<file path="src/rtl/pit_pkg.sv">
// Shared types, constants and helpers for the paired interval timer.
// Used by pit_cfg, pit_sched and paired_interval_timer; no dependencies.
package pit_pkg;

    // widths
    localparam int PERIOD_WIDTH_DEF = 32;
    localparam int DIV_W   = 13;
    localparam int CMP_W   = 8;
    localparam int CNT_W   = 9;
    localparam int TICKS_W = 17;
    localparam int CFG_AW  = 4;
    localparam int CFG_DW  = 32;
    localparam int CFG_REGS = 4;

    // full-range tick counts for a zero compare value
    localparam logic [CNT_W-1:0]   FULL8  = CNT_W'(256);
    localparam logic [TICKS_W-1:0] FULL16 = TICKS_W'(65536);

    // prescale divisors after reset: t1, t4, t16, t256
    localparam logic [DIV_W-1:0] DIV_RST [CFG_REGS] = '{13'd8, 13'd32, 13'd128, 13'd2048};

    typedef struct packed {
        logic [DIV_W-1:0] t1;
        logic [DIV_W-1:0] t4;
        logic [DIV_W-1:0] t16;
        logic [DIV_W-1:0] t256;
    } t_divs;

    // item function codes
    typedef enum logic [1:0] {
        FUNC_TICK  = 2'd0,
        FUNC_WRITE = 2'd1,
        FUNC_READ  = 2'd2,
        FUNC_EXT   = 2'd3
    } t_func;

    // register addresses
    localparam logic [7:0] ADDR_RUN   = 8'h20;
    localparam logic [7:0] ADDR_CMP0  = 8'h22;
    localparam logic [7:0] ADDR_CMP1  = 8'h23;
    localparam logic [7:0] ADDR_MODE0 = 8'h24;
    localparam logic [7:0] ADDR_FFC   = 8'h25;
    localparam logic [7:0] ADDR_CMP2  = 8'h26;
    localparam logic [7:0] ADDR_CMP3  = 8'h27;
    localparam logic [7:0] ADDR_MODE1 = 8'h28;
    localparam logic [7:0] ADDR_DBC   = 8'h29;

    // flip-flop control reads back with these bits set
    localparam logic [7:0] FFC_READ_SET = 8'hCC;

    // pair mode field, mode byte bits 7:6
    localparam logic [1:0] PAIR_CASCADE = 2'd0;
    localparam logic [1:0] PAIR_16      = 2'd1;

    // source select field
    localparam logic [1:0] SRC_EXT  = 2'd0;
    localparam logic [1:0] SRC_T1   = 2'd1;
    localparam logic [1:0] SRC_MID  = 2'd2;
    localparam logic [1:0] SRC_HIGH = 2'd3;

    // flip-flop control codes
    localparam logic [1:0] FF_TOGGLE = 2'd0;
    localparam logic [1:0] FF_SET    = 2'd1;
    localparam logic [1:0] FF_CLEAR  = 2'd2;
    localparam logic [1:0] FF_HOLD   = 2'd3;

    // counts for an 8-bit compare, zero meaning full range
    function automatic logic [CNT_W-1:0] ticks8(input logic [CMP_W-1:0] cv);
        return (cv == '0) ? FULL8 : CNT_W'(cv);
    endfunction

endpackage

</file>
<file path="src/rtl/pit_cfg.sv">
// APB-style register port holding the four prescale divisors.
// Depends on pit_pkg.
module pit_cfg (
    input  logic                        i_clk,
    input  logic                        i_rst_n,
    input  logic                        psel,
    input  logic                        penable,
    input  logic                        pwrite,
    input  logic [pit_pkg::CFG_AW-1:0]  paddr,
    input  logic [pit_pkg::CFG_DW-1:0]  pwdata,
    output logic [pit_pkg::CFG_DW-1:0]  prdata,
    output logic                        pready,
    output pit_pkg::t_divs              o_div
);
    import pit_pkg::*;

    logic [DIV_W-1:0] r_div [CFG_REGS];
    logic [1:0]       w_idx;
    logic             w_wr;

    assign w_idx  = paddr[CFG_AW-1:2];
    assign w_wr   = psel && penable && pwrite;
    assign pready = 1'b1;
    assign prdata = CFG_DW'(r_div[w_idx]);

    // divisor registers
    always_ff @(posedge i_clk) begin
        if (!i_rst_n) begin
            for (int i = 0; i < CFG_REGS; i++) begin
                r_div[i] <= DIV_RST[i];
            end
        end else if (w_wr) begin
            r_div[w_idx] <= pwdata[DIV_W-1:0];
        end
    end

    assign o_div = '{t1: r_div[0], t4: r_div[1], t16: r_div[2], t256: r_div[3]};

endmodule

</file>
<file path="src/rtl/pit_sched.sv">
// Period unit for one timer: picks the divisor, forms the tick count and
// multiplies them into a saturated countdown length. Depends on pit_pkg.
module pit_sched #(
    parameter int PERIOD_WIDTH = pit_pkg::PERIOD_WIDTH_DEF
) (
    input  logic                        i_odd,
    input  logic                        i_run,
    input  logic [pit_pkg::CMP_W-1:0]   i_mode,
    input  logic [pit_pkg::CMP_W-1:0]   i_cmp_even,
    input  logic [pit_pkg::CMP_W-1:0]   i_cmp_odd,
    input  pit_pkg::t_divs              i_div,
    output logic                        o_armed,
    output logic [PERIOD_WIDTH-1:0]     o_period
);
    import pit_pkg::*;

    localparam int PROD_W = TICKS_W + DIV_W;
    localparam int EXT_W  = (PERIOD_WIDTH > PROD_W) ? PERIOD_WIDTH : PROD_W;
    localparam logic [EXT_W-1:0] PMAX = EXT_W'({PERIOD_WIDTH{1'b1}});

    logic [1:0]         w_sel;
    logic               w_wide;
    logic [DIV_W-1:0]   w_div;
    logic [15:0]        w_c16;
    logic [TICKS_W-1:0] w_ticks;
    logic [PROD_W-1:0]  w_prod;
    logic [EXT_W-1:0]   w_prod_ext;

    assign w_sel  = i_odd ? i_mode[3:2] : i_mode[1:0];
    assign w_wide = (i_mode[7:6] == PAIR_16);

    // prescale source
    always_comb begin
        unique case (w_sel)
            SRC_EXT:  w_div = '0;
            SRC_T1:   w_div = i_div.t1;
            SRC_MID:  w_div = i_odd ? i_div.t16 : i_div.t4;
            SRC_HIGH: w_div = i_odd ? i_div.t256 : i_div.t16;
        endcase
    end

    // counts per period
    assign w_c16 = {i_cmp_odd, i_cmp_even};
    always_comb begin
        if (w_wide) begin
            w_ticks = (w_c16 == '0) ? FULL16 : TICKS_W'(w_c16);
        end else begin
            w_ticks = TICKS_W'(ticks8(i_odd ? i_cmp_odd : i_cmp_even));
        end
    end

    // period and saturation
    assign w_prod     = PROD_W'(w_ticks) * PROD_W'(w_div);
    assign w_prod_ext = EXT_W'(w_prod);
    assign o_period   = PERIOD_WIDTH'((w_prod_ext > PMAX) ? PMAX : w_prod_ext);
    assign o_armed    = i_run && (w_div != '0) && !(w_wide && i_odd);

endmodule

</file>
<file path="src/rtl/paired_interval_timer.sv">
// Four 8-bit interval timers in two pairs, driven one transaction per cycle:
// master tick, register write, register read or external pulse on timer 0.
// A new transaction is taken every cycle while the result register is not held
// by a stalled receiver; each one passes through the input register into the
// result register, and while a result waits only an empty input register can
// take the next transaction in. The longest path runs from the countdown compare
// through the compare latch into the per-timer period multiplier (17 x 13).
// Divisors sit behind the APB-style port and take effect at the next
// reschedule. No clearing pass after reset. Depends on pit_pkg, pit_cfg and
// pit_sched.
module paired_interval_timer #(
    parameter int PERIOD_WIDTH = pit_pkg::PERIOD_WIDTH_DEF
) (
    input  logic                        i_clk,
    input  logic                        i_rst_n,
    input  logic                        i_valid,
    output logic                        o_ready,
    input  logic [1:0]                  i_func,
    input  logic [7:0]                  i_addr,
    input  logic [7:0]                  i_wdata,
    output logic                        o_valid,
    input  logic                        i_ready,
    output logic [7:0]                  o_rdata,
    output logic [3:0]                  o_irq_mask,
    output logic                        o_ff_pair0,
    output logic                        o_ff_pair1,
    input  logic                        psel,
    input  logic                        penable,
    input  logic                        pwrite,
    input  logic [pit_pkg::CFG_AW-1:0]  paddr,
    input  logic [pit_pkg::CFG_DW-1:0]  pwdata,
    output logic [pit_pkg::CFG_DW-1:0]  prdata,
    output logic                        pready
);
    import pit_pkg::*;

    t_divs w_div;

    // input stage
    logic       r_in_valid;
    t_func      r_func;
    logic [7:0] r_addr;
    logic [7:0] r_wdata;
    logic       w_advance;

    // timer state
    logic [7:0]              r_run, n_run;
    logic [7:0]              r_mode [2];
    logic [7:0]              n_mode [2];
    logic [7:0]              r_ffc, n_ffc;
    logic [7:0]              r_dbc, n_dbc;
    logic [7:0]              r_cv [4];
    logic [7:0]              n_cv [4];
    logic [7:0]              r_cb [2];
    logic [7:0]              n_cb [2];
    logic [CNT_W-1:0]        r_up0, n_up0;
    logic [CNT_W-1:0]        r_up_odd [2];
    logic [CNT_W-1:0]        n_up_odd [2];
    logic [1:0]              r_lvl, n_lvl;
    logic [3:0]              r_armed, n_armed;
    logic [PERIOD_WIDTH-1:0] r_cd [4];
    logic [PERIOD_WIDTH-1:0] n_cd [4];

    // result stage
    logic       r_out_valid;
    logic [7:0] r_out_rdata;
    logic [3:0] r_out_irq;
    logic [1:0] r_out_lvl;

    // per-item control
    logic [3:0]              w_tick_hit;
    logic [3:0]              w_resched;
    logic [1:0]              w_even_match;
    logic [1:0]              w_odd_tick;
    logic                    w_ext_count;
    logic                    w_ext_hit;
    logic [CNT_W-1:0]        w_up0_inc;
    logic                    w_recompute;
    logic [3:0]              w_irq;
    logic [7:0]              w_rdata;
    logic [1:0]              w_ff_en;
    logic [3:0]              w_sch_armed;
    logic [PERIOD_WIDTH-1:0] w_sch_period [4];

    function automatic logic ff_apply(input logic lvl, input logic [1:0] code);
        logic res;
        unique case (code)
            FF_TOGGLE: res = ~lvl;
            FF_SET:    res = 1'b1;
            FF_CLEAR:  res = 1'b0;
            FF_HOLD:   res = lvl;
        endcase
        return res;
    endfunction

    pit_cfg u_cfg (
        .i_clk   (i_clk),
        .i_rst_n (i_rst_n),
        .psel    (psel),
        .penable (penable),
        .pwrite  (pwrite),
        .paddr   (paddr),
        .pwdata  (pwdata),
        .prdata  (prdata),
        .pready  (pready),
        .o_div   (w_div)
    );

    // handshake
    assign w_advance = r_in_valid && (!r_out_valid || i_ready);
    assign o_ready   = !r_in_valid || w_advance;
    assign o_valid   = r_out_valid;

    always_ff @(posedge i_clk) begin
        if (!i_rst_n) begin
            r_in_valid <= 1'b0;
        end else if (o_ready) begin
            r_in_valid <= i_valid;
        end
    end

    always_ff @(posedge i_clk) begin
        if (o_ready && i_valid) begin
            r_func  <= t_func'(i_func);
            r_addr  <= i_addr;
            r_wdata <= i_wdata;
        end
    end

    // countdown compare and external pulse count
    always_comb begin
        for (int n = 0; n < 4; n++) begin
            w_tick_hit[n] = (r_func == FUNC_TICK) && r_armed[n]
                            && (r_cd[n] <= PERIOD_WIDTH'(1));
        end
    end

    assign w_up0_inc       = r_up0 + CNT_W'(1);
    assign w_ext_count     = (r_func == FUNC_EXT) && r_run[0] && (r_mode[0][1:0] == SRC_EXT);
    assign w_ext_hit       = w_ext_count && (w_up0_inc >= ticks8(r_cv[0]));
    assign w_even_match[0] = w_tick_hit[0] || w_ext_hit;
    assign w_even_match[1] = w_tick_hit[2];
    assign w_odd_tick      = {w_tick_hit[3], w_tick_hit[1]};
    assign w_ff_en         = {r_ffc[5], r_ffc[1]};

    // register access, matches, cascade and flip-flops
    always_comb begin
        logic             wide;
        logic             cas_en;
        logic             cas_hit;
        logic [CNT_W-1:0] cas_inc;

        n_run       = r_run;
        n_mode      = r_mode;
        n_ffc       = r_ffc;
        n_dbc       = r_dbc;
        n_cv        = r_cv;
        n_cb        = r_cb;
        n_up0       = r_up0;
        n_up_odd    = r_up_odd;
        n_lvl       = r_lvl;
        w_irq       = '0;
        w_rdata     = '0;
        w_recompute = 1'b0;

        if (r_func == FUNC_WRITE) begin
            unique case (r_addr)
                ADDR_RUN: begin
                    n_run       = r_wdata;
                    w_recompute = 1'b1;
                end
                ADDR_CMP0: begin
                    n_cb[0] = r_wdata;
                    if (!r_dbc[0]) begin
                        n_cv[0] = r_wdata;
                    end
                    w_recompute = 1'b1;
                end
                ADDR_CMP1: begin
                    n_cv[1]     = r_wdata;
                    w_recompute = 1'b1;
                end
                ADDR_MODE0: begin
                    n_mode[0]   = r_wdata;
                    w_recompute = 1'b1;
                end
                ADDR_FFC: begin
                    n_ffc    = r_wdata;
                    n_lvl[0] = ff_apply(r_lvl[0], r_wdata[3:2]);
                    n_lvl[1] = ff_apply(r_lvl[1], r_wdata[7:6]);
                end
                ADDR_CMP2: begin
                    n_cb[1] = r_wdata;
                    if (!r_dbc[1]) begin
                        n_cv[2] = r_wdata;
                    end
                    w_recompute = 1'b1;
                end
                ADDR_CMP3: begin
                    n_cv[3]     = r_wdata;
                    w_recompute = 1'b1;
                end
                ADDR_MODE1: begin
                    n_mode[1]   = r_wdata;
                    w_recompute = 1'b1;
                end
                ADDR_DBC: begin
                    n_dbc = r_wdata;
                end
                default: ;
            endcase
        end

        if (r_func == FUNC_READ) begin
            unique case (r_addr)
                ADDR_RUN:   w_rdata = r_run;
                ADDR_MODE0: w_rdata = r_mode[0];
                ADDR_FFC:   w_rdata = r_ffc | FFC_READ_SET;
                ADDR_MODE1: w_rdata = r_mode[1];
                ADDR_DBC:   w_rdata = r_dbc;
                default:    w_rdata = '0;
            endcase
        end

        // external pulse counts before any match clears it
        if (w_ext_count) begin
            n_up0 = w_up0_inc;
        end
        if (w_even_match[0] && (r_mode[0][7:6] != PAIR_16)) begin
            n_up0 = '0;
        end

        for (int p = 0; p < 2; p++) begin
            wide    = (r_mode[p][7:6] == PAIR_16);
            cas_en  = (r_mode[p][7:6] == PAIR_CASCADE) && (r_mode[p][3:2] == SRC_EXT)
                      && r_run[2*p+1];
            cas_inc = r_up_odd[p] + CNT_W'(1);
            cas_hit = w_even_match[p] && !wide && cas_en
                      && (cas_inc >= ticks8(r_cv[2*p+1]));
            if (w_even_match[p]) begin
                if (wide) begin
                    w_irq[2*p+1] = 1'b1;
                end else begin
                    w_irq[2*p] = 1'b1;
                end
                if (r_dbc[p]) begin
                    n_cv[2*p] = r_cb[p];
                end
                if (!wide && cas_en) begin
                    n_up_odd[p] = cas_inc;
                end
            end
            if (cas_hit || w_odd_tick[p]) begin
                w_irq[2*p+1] = 1'b1;
                n_up_odd[p]  = '0;
            end
            // each match toggles once, so the parity decides
            if ((w_even_match[p] ^ cas_hit ^ w_odd_tick[p]) && w_ff_en[p]) begin
                n_lvl[p] = ~r_lvl[p];
            end
        end
    end

    // period units, fed with the state this transaction leaves behind
    for (genvar n = 0; n < 4; n++) begin : g_sched
        pit_sched #(
            .PERIOD_WIDTH (PERIOD_WIDTH)
        ) u_sched (
            .i_odd      (1'(n % 2)),
            .i_run      (n_run[n]),
            .i_mode     (n_mode[n/2]),
            .i_cmp_even (n_cv[(n/2)*2]),
            .i_cmp_odd  (n_cv[(n/2)*2+1]),
            .i_div      (w_div),
            .o_armed    (w_sch_armed[n]),
            .o_period   (w_sch_period[n])
        );
    end

    // countdown update
    assign w_resched = {4{w_recompute}} | w_tick_hit;

    always_comb begin
        for (int n = 0; n < 4; n++) begin
            n_armed[n] = r_armed[n];
            n_cd[n]    = r_cd[n];
            if (w_resched[n]) begin
                n_armed[n] = w_sch_armed[n];
                n_cd[n]    = w_sch_armed[n] ? w_sch_period[n] : '0;
            end else if ((r_func == FUNC_TICK) && r_armed[n]) begin
                n_cd[n] = r_cd[n] - PERIOD_WIDTH'(1);
            end
        end
    end

    // state registers
    always_ff @(posedge i_clk) begin
        if (!i_rst_n) begin
            r_run    <= '0;
            r_ffc    <= '0;
            r_dbc    <= '0;
            r_up0    <= '0;
            r_lvl    <= '0;
            r_armed  <= '0;
            for (int p = 0; p < 2; p++) begin
                r_mode[p]   <= '0;
                r_cb[p]     <= '0;
                r_up_odd[p] <= '0;
            end
            for (int n = 0; n < 4; n++) begin
                r_cv[n] <= '0;
                r_cd[n] <= '0;
            end
        end else if (w_advance) begin
            r_run    <= n_run;
            r_mode   <= n_mode;
            r_ffc    <= n_ffc;
            r_dbc    <= n_dbc;
            r_cv     <= n_cv;
            r_cb     <= n_cb;
            r_up0    <= n_up0;
            r_up_odd <= n_up_odd;
            r_lvl    <= n_lvl;
            r_armed  <= n_armed;
            r_cd     <= n_cd;
        end
    end

    // result register
    always_ff @(posedge i_clk) begin
        if (!i_rst_n) begin
            r_out_valid <= 1'b0;
        end else if (w_advance) begin
            r_out_valid <= 1'b1;
        end else if (i_ready) begin
            r_out_valid <= 1'b0;
        end
    end

    always_ff @(posedge i_clk) begin
        if (w_advance) begin
            r_out_rdata <= w_rdata;
            r_out_irq   <= w_irq;
            r_out_lvl   <= n_lvl;
        end
    end

    assign o_rdata    = r_out_rdata;
    assign o_irq_mask = r_out_irq;
    assign o_ff_pair0 = r_out_lvl[0];
    assign o_ff_pair1 = r_out_lvl[1];

    // an odd timer never runs its own countdown in 16-bit pair mode
    a_odd_idle_wide: assert property (@(posedge i_clk) disable iff (!i_rst_n)
        (!r_armed[1] || (r_mode[0][7:6] != PAIR_16))
        && (!r_armed[3] || (r_mode[1][7:6] != PAIR_16)))
        else $error("odd timer armed in 16-bit pair mode");

    // an armed countdown always has ticks left
    a_armed_nonzero: assert property (@(posedge i_clk) disable iff (!i_rst_n)
        (!r_armed[0] || (r_cd[0] != '0)) && (!r_armed[1] || (r_cd[1] != '0))
        && (!r_armed[2] || (r_cd[2] != '0)) && (!r_armed[3] || (r_cd[3] != '0)))
        else $error("armed timer with empty countdown");

    // cascade counts clear on reaching the compare, so they stay below 256
    a_cascade_range: assert property (@(posedge i_clk) disable iff (!i_rst_n)
        !r_up_odd[0][CNT_W-1] && !r_up_odd[1][CNT_W-1])
        else $error("cascade count out of range");

    // a processed transaction always leaves a result behind
    a_result_loaded: assert property (@(posedge i_clk) disable iff (!i_rst_n)
        w_advance |=> r_out_valid)
        else $error("processed transaction lost its result");

endmodule

</file>
<file path="config.mk">
export PLATFORM = sky130hd
export DESIGN_NAME = paired_interval_timer
export DESIGN_NICKNAME = d
export VERILOG_FILES = /design/src/rtl/pit_pkg.sv /design/src/rtl/pit_cfg.sv /design/src/rtl/pit_sched.sv /design/src/rtl/paired_interval_timer.sv
export SDC_FILE = /design/constraint.sdc
export NUM_CORES = 2
export LEC_CHECK = 0
export BUFFER_PORTS_ARGS = -buffer_cell sky130_fd_sc_hd__buf_2
export CAP_MARGIN = 25
export CORE_ASPECT_RATIO = 1.4
export CORE_MARGIN = 8
export CORE_UTILIZATION = 50
export CTS_CLUSTER_DIAMETER = 150
export CTS_CLUSTER_SIZE = 14
export DETAILED_ROUTE_END_ITERATION = 10
export GPL_ROUTABILITY_DRIVEN = 0
export PLACE_DENSITY = 0.71
export SLEW_MARGIN = 0
export SYNTH_ARGS = -nofsm -noshare
export SYNTH_HDL_FRONTEND = slang
export SYNTH_SLANG_ARGS = --single-unit
export TNS_END_PERCENT = 10
</file>
<file path="constraint.sdc">
create_clock -name i_clk -period 9.3 [get_ports i_clk]
set_input_delay 2.325 -clock i_clk [delete_from_list [all_inputs] [get_ports i_clk]]
set_output_delay 2.325 -clock i_clk [all_outputs]
set_load 0.1 [all_outputs]
</file>
## Word level (Yosys, flattened, before mapping)

Memory sizes are Yosys's and may differ from the RTL's.
Cells that the tools add are included.

- Bits in registers: 281
- Bits in writable memories: 52
- Output and inout bits: 49
- Word-level logic and storage cells: 285
- Memories: 1

Memories:

| name | depth | bits a word | rd ports | clocked after memory_dff | write ports | line | source |
|---|---|---|---|---|---|---|---|
| u_cfg.r_div | 4 | 13 | 5 | 0 | 4 | pit_cfg.sv:17 | `logic [DIV_W-1:0] r_div [CFG_REGS];` |

- $add $sub $neg: 7
- Multipliers: 4
- Magnitude comparators: 11
- Equality and inequality tests: 35
- Mux-type cells: 81
- Bitwise logic cells: 7
- Reduce and logical (&&, ||, !) cells: 102

Operators with widths:

| kind | number |
|---|---|
| 32-bit two-way mux | 17 |
| 13-bit one-hot mux with 4 select lines | 4 |
| 9-bit two-way mux | 15 |
| 30-bit by 32-bit greater-than comparator with 1-bit output (second input constant) | 4 |
| 32-bit by 1-bit <= comparator with 1-bit output (second input constant) | 4 |
| 32-bit by 1-bit subtractor with 32-bit output (second input constant) | 4 |
| 17-bit by 13-bit multiplier with 30-bit output | 4 |
| 17-bit two-way mux | 6 |
| 8-bit two-way mux | 12 |
| 8-bit by 6-bit equality test with 1-bit output (second input constant) | 9 |
| 8-bit zero test | 7 |
| 13-bit nonzero test | 4 |
| 8-bit one-hot mux with 5 select lines | 1 |
| 1-bit logical AND | 36 |
| 16-bit zero test | 2 |
| 2-bit equality test (second input constant) | 14 |
| 9-bit by 1-bit adder with 9-bit output (second input constant) | 3 |
| 9-bit >= comparator | 3 |
| 3-bit AND reduction | 9 |
| 2-bit zero test | 12 |
| 2-bit by 1-bit equality test with 1-bit output (second input constant) | 11 |
| 2-bit nonzero test | 10 |
| 2-bit AND reduction | 9 |
| 16-bit two-way mux | 1 |
| 13 further kinds | 46 |

## Longest topological paths before layout

- Depth after elaboration: 14
- Depth in mapped cells: 37
- Depth with buffers taken out: 35

## Modules after synthesis

Synthesis repeated with hierarchy kept, for this count alone.

- Cells, all modules: 6226
- Area total of the unflattened synthesis: 50602.3 µm²

Modules (own cells, without submodules):

| module | instances | cells an instance | area each (µm²) |
|---|---|---|---|
| paired_interval_timer | 1 | 2069 | 16121.7 |
| pit_sched at g_sched[1].u_sched | 1 | 1009 | 8099.0 |
| pit_sched at g_sched[2].u_sched | 1 | 999 | 8035.2 |
| pit_sched at g_sched[3].u_sched | 1 | 988 | 7990.2 |
| pit_sched at g_sched[0].u_sched | 1 | 987 | 7905.1 |
| pit_cfg | 1 | 174 | 2451.1 |

## Worst setup path before layout

No wires, ideal clock.

- Path kind: register to register
- Start: reg r_addr[7]
- End: reg r_cd[28] (netlist name)
- Library setup time: 123 ps
- Arrival time: 8689 ps
- Data required time: 9177 ps
- Setup slack: 488 ps
- Cell stages (with the launch flop): 30
- Path buffers: 3
- Clock period less this slack: 8812 ps
- Cells stage by stage: edfxtp_1 nor4b_4 nand3b_2 or4_1 clkbuf_1 mux2_2 mux2_2 or4_1 nor3b_4 or2_1 buf_4 nor2_1 buf_6 nand2_1 fa_1 inv_1 fa_1 fa_1 fa_1 fa_1 ha_1 or3_1 o221a_2 o21ai_0 a21oi_1 a211oi_1 nor3_1 or4b_2 a221oi_1 nor2_1

- Cells in the longest elaborated chain, start to end: 13
- Elaborated cells between the ends (all ways): 42
- Classes of those cells: 1 x mul; 1 x order compare; 11 x eq/ne; 18 x mux; 1 x bitwise; 10 x reduce/logical

RTL lines:

| what | line | source |
|---|---|---|
| start: declaration | paired_interval_timer.sv:42 | `logic [7:0] r_addr;` |
| start signal: assignment | paired_interval_timer.sv:125 | `r_addr <= i_addr;` |
| 8-bit by 6-bit equality test with 1-bit output | paired_interval_timer.sv:167 | `unique case (r_addr)` |
| 8-bit two-way mux | paired_interval_timer.sv:167 |  |
| 32-bit two-way mux | paired_interval_timer.sv:166 | `if (r_func == FUNC_WRITE) begin` |
| 8-bit two-way mux | paired_interval_timer.sv:246 | `if (r_dbc[p]) begin` |
| 8-bit two-way mux | paired_interval_timer.sv:240 | `if (w_even_match[p]) begin` |
| 16-bit zero test | pit_sched.sv:46 | `w_ticks = (w_c16 == '0) ? FULL16 : TICKS_W'(w_c16);` |
| 17-bit two-way mux | pit_sched.sv:46 |  |
| 17-bit two-way mux | pit_sched.sv:45 | `if (w_wide) begin` |
| 17-bit by 13-bit multiplier with 30-bit output | pit_sched.sv:53 | `assign w_prod = PROD_W'(w_ticks) * PROD_W'(w_div);` |
| 30-bit by 32-bit greater-than comparator with 1-bit output | pit_sched.sv:55 | `assign o_period = PERIOD_WIDTH'((w_prod_ext > PMAX) ? PMAX : w_prod_ext);` |
| 32-bit two-way mux | pit_sched.sv:55 |  |
| 32-bit two-way mux | paired_interval_timer.sv:289 | `n_cd[n] = w_sch_armed[n] ? w_sch_period[n] : '0;` |
| 32-bit two-way mux | paired_interval_timer.sv:287 | `if (w_resched[n]) begin` |
| end signal: assignment | paired_interval_timer.sv:325 | `r_cd <= n_cd;` |
| end: declaration | paired_interval_timer.sv:61 | `logic [PERIOD_WIDTH-1:0] r_cd [4];` |

Several ways; a longest one is shown, not always the timed one.
A chain may end at the register's enable or synchronous reset.

## Worst setup path after layout

- Start: reg r_cd[42] (netlist name)
- End: reg r_cd[28] (netlist name)

- Cells in the longest elaborated chain, start to end: 11

RTL lines:

| what | line | source |
|---|---|---|
| 32-bit by 1-bit <= comparator with 1-bit output * | paired_interval_timer.sv:134 | `&& (r_cd[n] <= PERIOD_WIDTH'(1));` |
| 1-bit logical AND * | paired_interval_timer.sv:134 |  |
| 8-bit two-way mux * | paired_interval_timer.sv:240 |  |
| 16-bit zero test | pit_sched.sv:46 |  |
| 17-bit two-way mux * | pit_sched.sv:46 |  |
| 17-bit two-way mux * | pit_sched.sv:45 |  |
| 17-bit by 13-bit multiplier with 30-bit output * | pit_sched.sv:53 |  |
| 30-bit by 32-bit greater-than comparator with 1-bit output | pit_sched.sv:55 |  |
| 32-bit two-way mux * | pit_sched.sv:55 |  |
| 32-bit two-way mux * | paired_interval_timer.sv:289 |  |
| 32-bit two-way mux * | paired_interval_timer.sv:287 |  |

Every way passes the cells marked *; elsewhere a longest branch is shown, timed or not.

==> impl_results.md <==
* Sequential fraction of the synthesis area at 15.73%
* DRT iter0 DRCs at 3738
* Number of enable-type register cells in the synthesized netlist at 84
* Slew at the pin closest to its max-slew limit at 1.124 ns
* Final Hold Violating Endpoints at 0
* Yosys top cell by area: sky130_fd_sc_hd__fa_1
* Fraction of power consumed by sequential logic at 51.2%
* Proportion of total power due to net switching at 29.58%
* FILL cells at 8633
* Max-slew violation count at 0
* Sum of net half-perimeters after detailed placement at 110300 µm
* Switching power total at 0.8943 mW
* Post-synth top area share at 27.83%
* Number of search-and-repair iterations in the first detailed-routing pass at 6
* Part of the power in combinational logic at 9.8%
* Site row count at 133
* Cts hold-fix bufs at 0
* Worst Skew at 0.02580 ns
* Detailed-route wire length at 139900 µm
* CTS H-tree depth at 1
* Critical path capture point: r_cd[28]$_SDFFE_PN0P_
* Worst reg2reg path endpoint: r_cd[28]$_SDFFE_PN0P_
* Top_reg_cell synth: sky130_fd_sc_hd__dfxtp_1
* Minimum period implied by the final worst setup slack at 8.944 ns
* Fraction of final layout cells sized beyond drive strength 1 at 7.740%
* Critical Path Source Type: flop
* CP required at 9.82 ns
* Top-count cell post-synth: sky130_fd_sc_hd__inv_1
* NumNets Final at 6900
* Maximum clock frequency at 0.1118 GHz
* Leakage power figure at 23.62 nW
* Largest cells by area after synthesis: sky130_fd_sc_hd__fa_1 (28%), sky130_fd_sc_hd__dfxtp_1 (10%), sky130_fd_sc_hd__ha_1 (8.9%)
* RR Startpoint: r_cd[42]$_SDFFE_PN0P_
* Number of buffers created by CTS at 28
* Critical Path Most Common Cell: sky130_fd_sc_hd__fa_1
* Vias/cell at 5.868
* Total global routing overflow at 0
* Worst min-delay path class: flop to flop
* Endpoint arrival time on the critical path at 9.47 ns
* Post-route clock period utilization at 96.17%
* Slack of the worst reg-to-reg path at 0.36 ns
* Initial core utilization at 50.49%
* Worst vdd ir at 0.1483 mV
* TritonCTS clock tree: built
* Worst setup path startpoint: r_cd[42]$_SDFFE_PN0P_
* Largest fanout of any net on the critical path at 10
* Stage delay of the slowest cell on the critical path at 0.64 ns
* Pint at 2.129 mW
* Antenna Nets Post-Route at 0
* Number of global-route vias before repair at 42172
* Post-synthesis instance area at 0.04747 mm²
* Count of mapped cells out of synthesis at 5774
* Clock share of power at 39.1%
* Cell with the largest stage delay on the worst path: sky130_fd_sc_hd__or4b_2
* Proportion of register bits with asynchronous set or reset after synthesis at 0%
* Clk_lat worst skew at 0.65 ns
* GR Util All Layers at 26.18%
* Antenna violations before repair at 11
* Final number of setup-violating endpoints at 0
* Class of the most critical setup path: flop to flop
* Status: finished clean
* Area overhead of the layout relative to synthesis at 7.330%
* Root cell of the clock tree: sky130_fd_sc_hd__clkbuf_16
* Pwr dens at 59.34 mW/mm²
* Total vias in the final route at 41507
* Overall Power at 3.023 mW
* Count of cell types in the netlist at 85
* Top-Level Pins at 110
* Overall die area at 0.1052 mm²
* Die boundary width at 276.4 µm
* First-pass GRT wire length at 224500 µm
* Yosys warning count at 0
* Worst Reg2Reg Path Length in Cells at 31
* Core box area at 0.09402 mm²
* Total DRC errors in the routed layout at 0
* Average size of a mapped cell at 8.221 µm²
* Endpoint class of the critical path: flop
* Die extent in y at 380.6 µm
* Largest net degree at the start of global routing at 88
* Flops & latches, synth at 331
* Synth top cells by count: sky130_fd_sc_hd__inv_1 (848), sky130_fd_sc_hd__nand2_1 (829), sky130_fd_sc_hd__fa_1 (660)
* Maximum Capacitance Violations at 0
* Setup TNS after final layout at 0 ns
* Clock input transition at the sequential cells of the worst setup and hold paths at 0.07 ns
* Total clock sinks at 331
* Routed WL per cell at 19.78 µm
* Maximum clock path buffer count at 3
* Headroom to the max-slew limit at 24.59%
* Port-buffer cells at 68
==> repair_timing <==
| action | 4_1_cts | 5_1_grt |
|---|---|---|
| endpoints found under the setup margin | 0 | 15 |
| resized for setup | 0 | 22 |
| buffers inserted | 0 | 2 |
==> cells by family (layout without fill, tap and decap cells) <==
kind of cell               count (synthesis)  count (layout)  share of synthesized area (%)
AOI/OAI and AO/OA                        949             949                          12.25
other                                      2              26                        0.01582
xor gates and xnor gates                 133             133                          2.454
DFF                                      331             331                          15.73
and+or+nand+nor                         2063            2063                          19.63
adders and majority gates                998             998                          36.74
muxes                                    167             167                          3.940
buffers and inverters                   1131            1192                          9.241
==> critical path, delay by kind of cell (launching register included) <==
family                     cells  cell delay, ns
AOI/OAI and AO/OA              6            1.07
and+or+nand+nor               12            3.68
DFF                            1            0.36
muxes                          1            0.32
buffers and inverters          6            0.71
adders and majority gates      6            2.67
==> how the worst min path moves through the flow <==
stage               slack [ns]                   from                    end  cells after the start
CTS                       0.46  r_run[7]$_SDFFE_PN0P_  r_run[7]$_SDFFE_PN0P_                      2
detailed placement        0.45  r_run[7]$_SDFFE_PN0P_  r_run[7]$_SDFFE_PN0P_                      2
floorplan                 0.43  r_cv[10]$_SDFFE_PN0P_  r_cv[10]$_SDFFE_PN0P_                      2
global route              0.48  r_run[5]$_SDFFE_PN0P_  r_run[5]$_SDFFE_PN0P_                      2
global placement          0.44  r_cv[11]$_SDFFE_PN0P_  r_cv[11]$_SDFFE_PN0P_                      2
finish                    0.46  r_run[7]$_SDFFE_PN0P_  r_run[7]$_SDFFE_PN0P_                      2
==> per-stage QoR <==
stage                     std cells  util, %  worst slack [ns]  instance area [µm²]  hold slack (ns)
after floorplan                5792        -            0.4885                47540           0.4329
after global placement         7015    53.12            0.2426                49940           0.4398
after detailed placement       7021    53.19            0.1875                50010           0.4487
after CTS                      7063    54.03            0.1645                50800           0.4581
after global routing           7072    54.18         -0.004482                50950           0.4786
final                          7074    54.19            0.3560                50950           0.4588
==> layout by cell type, fill, tap and decap left out, types with 56 or more instances in the layout <==
cell type,instances
sky130_fd_sc_hd__a21oi_1,299
sky130_fd_sc_hd__o21ai_0,237
sky130_fd_sc_hd__and2_1,107
sky130_fd_sc_hd__fa_1,660
sky130_fd_sc_hd__buf_2,69
sky130_fd_sc_hd__nand2_1,829
sky130_fd_sc_hd__mux2i_1,125
sky130_fd_sc_hd__inv_1,847
sky130_fd_sc_hd__buf_4,225
sky130_fd_sc_hd__a21o_1,61
sky130_fd_sc_hd__nor3_1,92
sky130_fd_sc_hd__nand3_1,94
sky130_fd_sc_hd__nor4_1,63
sky130_fd_sc_hd__edfxtp_1,84
sky130_fd_sc_hd__xor2_1,56
sky130_fd_sc_hd__dfxtp_1,247
sky130_fd_sc_hd__nor2_1,582
sky130_fd_sc_hd__xnor2_1,77
sky130_fd_sc_hd__ha_1,338
==> flip-flops by register name, indices dropped and copies added, names as in the netlist, 9 cells and up <==
register and flops:
r_cd 128, u_cfg.r_div 52, r_cv 32, r_up_odd 18
r_cb 16, r_mode 16, r_up0 9
==> power by group through the flow <==
stage	Sequential (mW)	Clock, mW	Combinational, mW
final	1.55	1.18	0.295
after global placement	1.58	0	0.285
after detailed placement	1.58	0	0.289
after floorplan	1.57	0	0.198
after global routing	1.55	1.24	0.307
after CTS	1.54	1.21	0.290
==> layer usage <==
metal  vias up  wire, µm  GRT usage (%)
met2      1886     65350          43.74
li1      18903         -              -
met3       431     11940          4.391
met1     20279     55210          32.73
met4         8      7371          12.84
met5         -        55              0
==> area by class of cell <==
class	instances	area, µm²	share of cell area, %
diodes	6	15.01	0.02947
repair buffers	301	2138	4.197
inverters	849	3189	6.260
clock inverters	3	25.02	0.04911
clock buffers	39	763.2	1.498
well taps	1215	1520	2.984
multi-input cells	4330	35830	70.33
flip-flops and latches	331	7467	14.66
(Power assumes the default switching activity.)
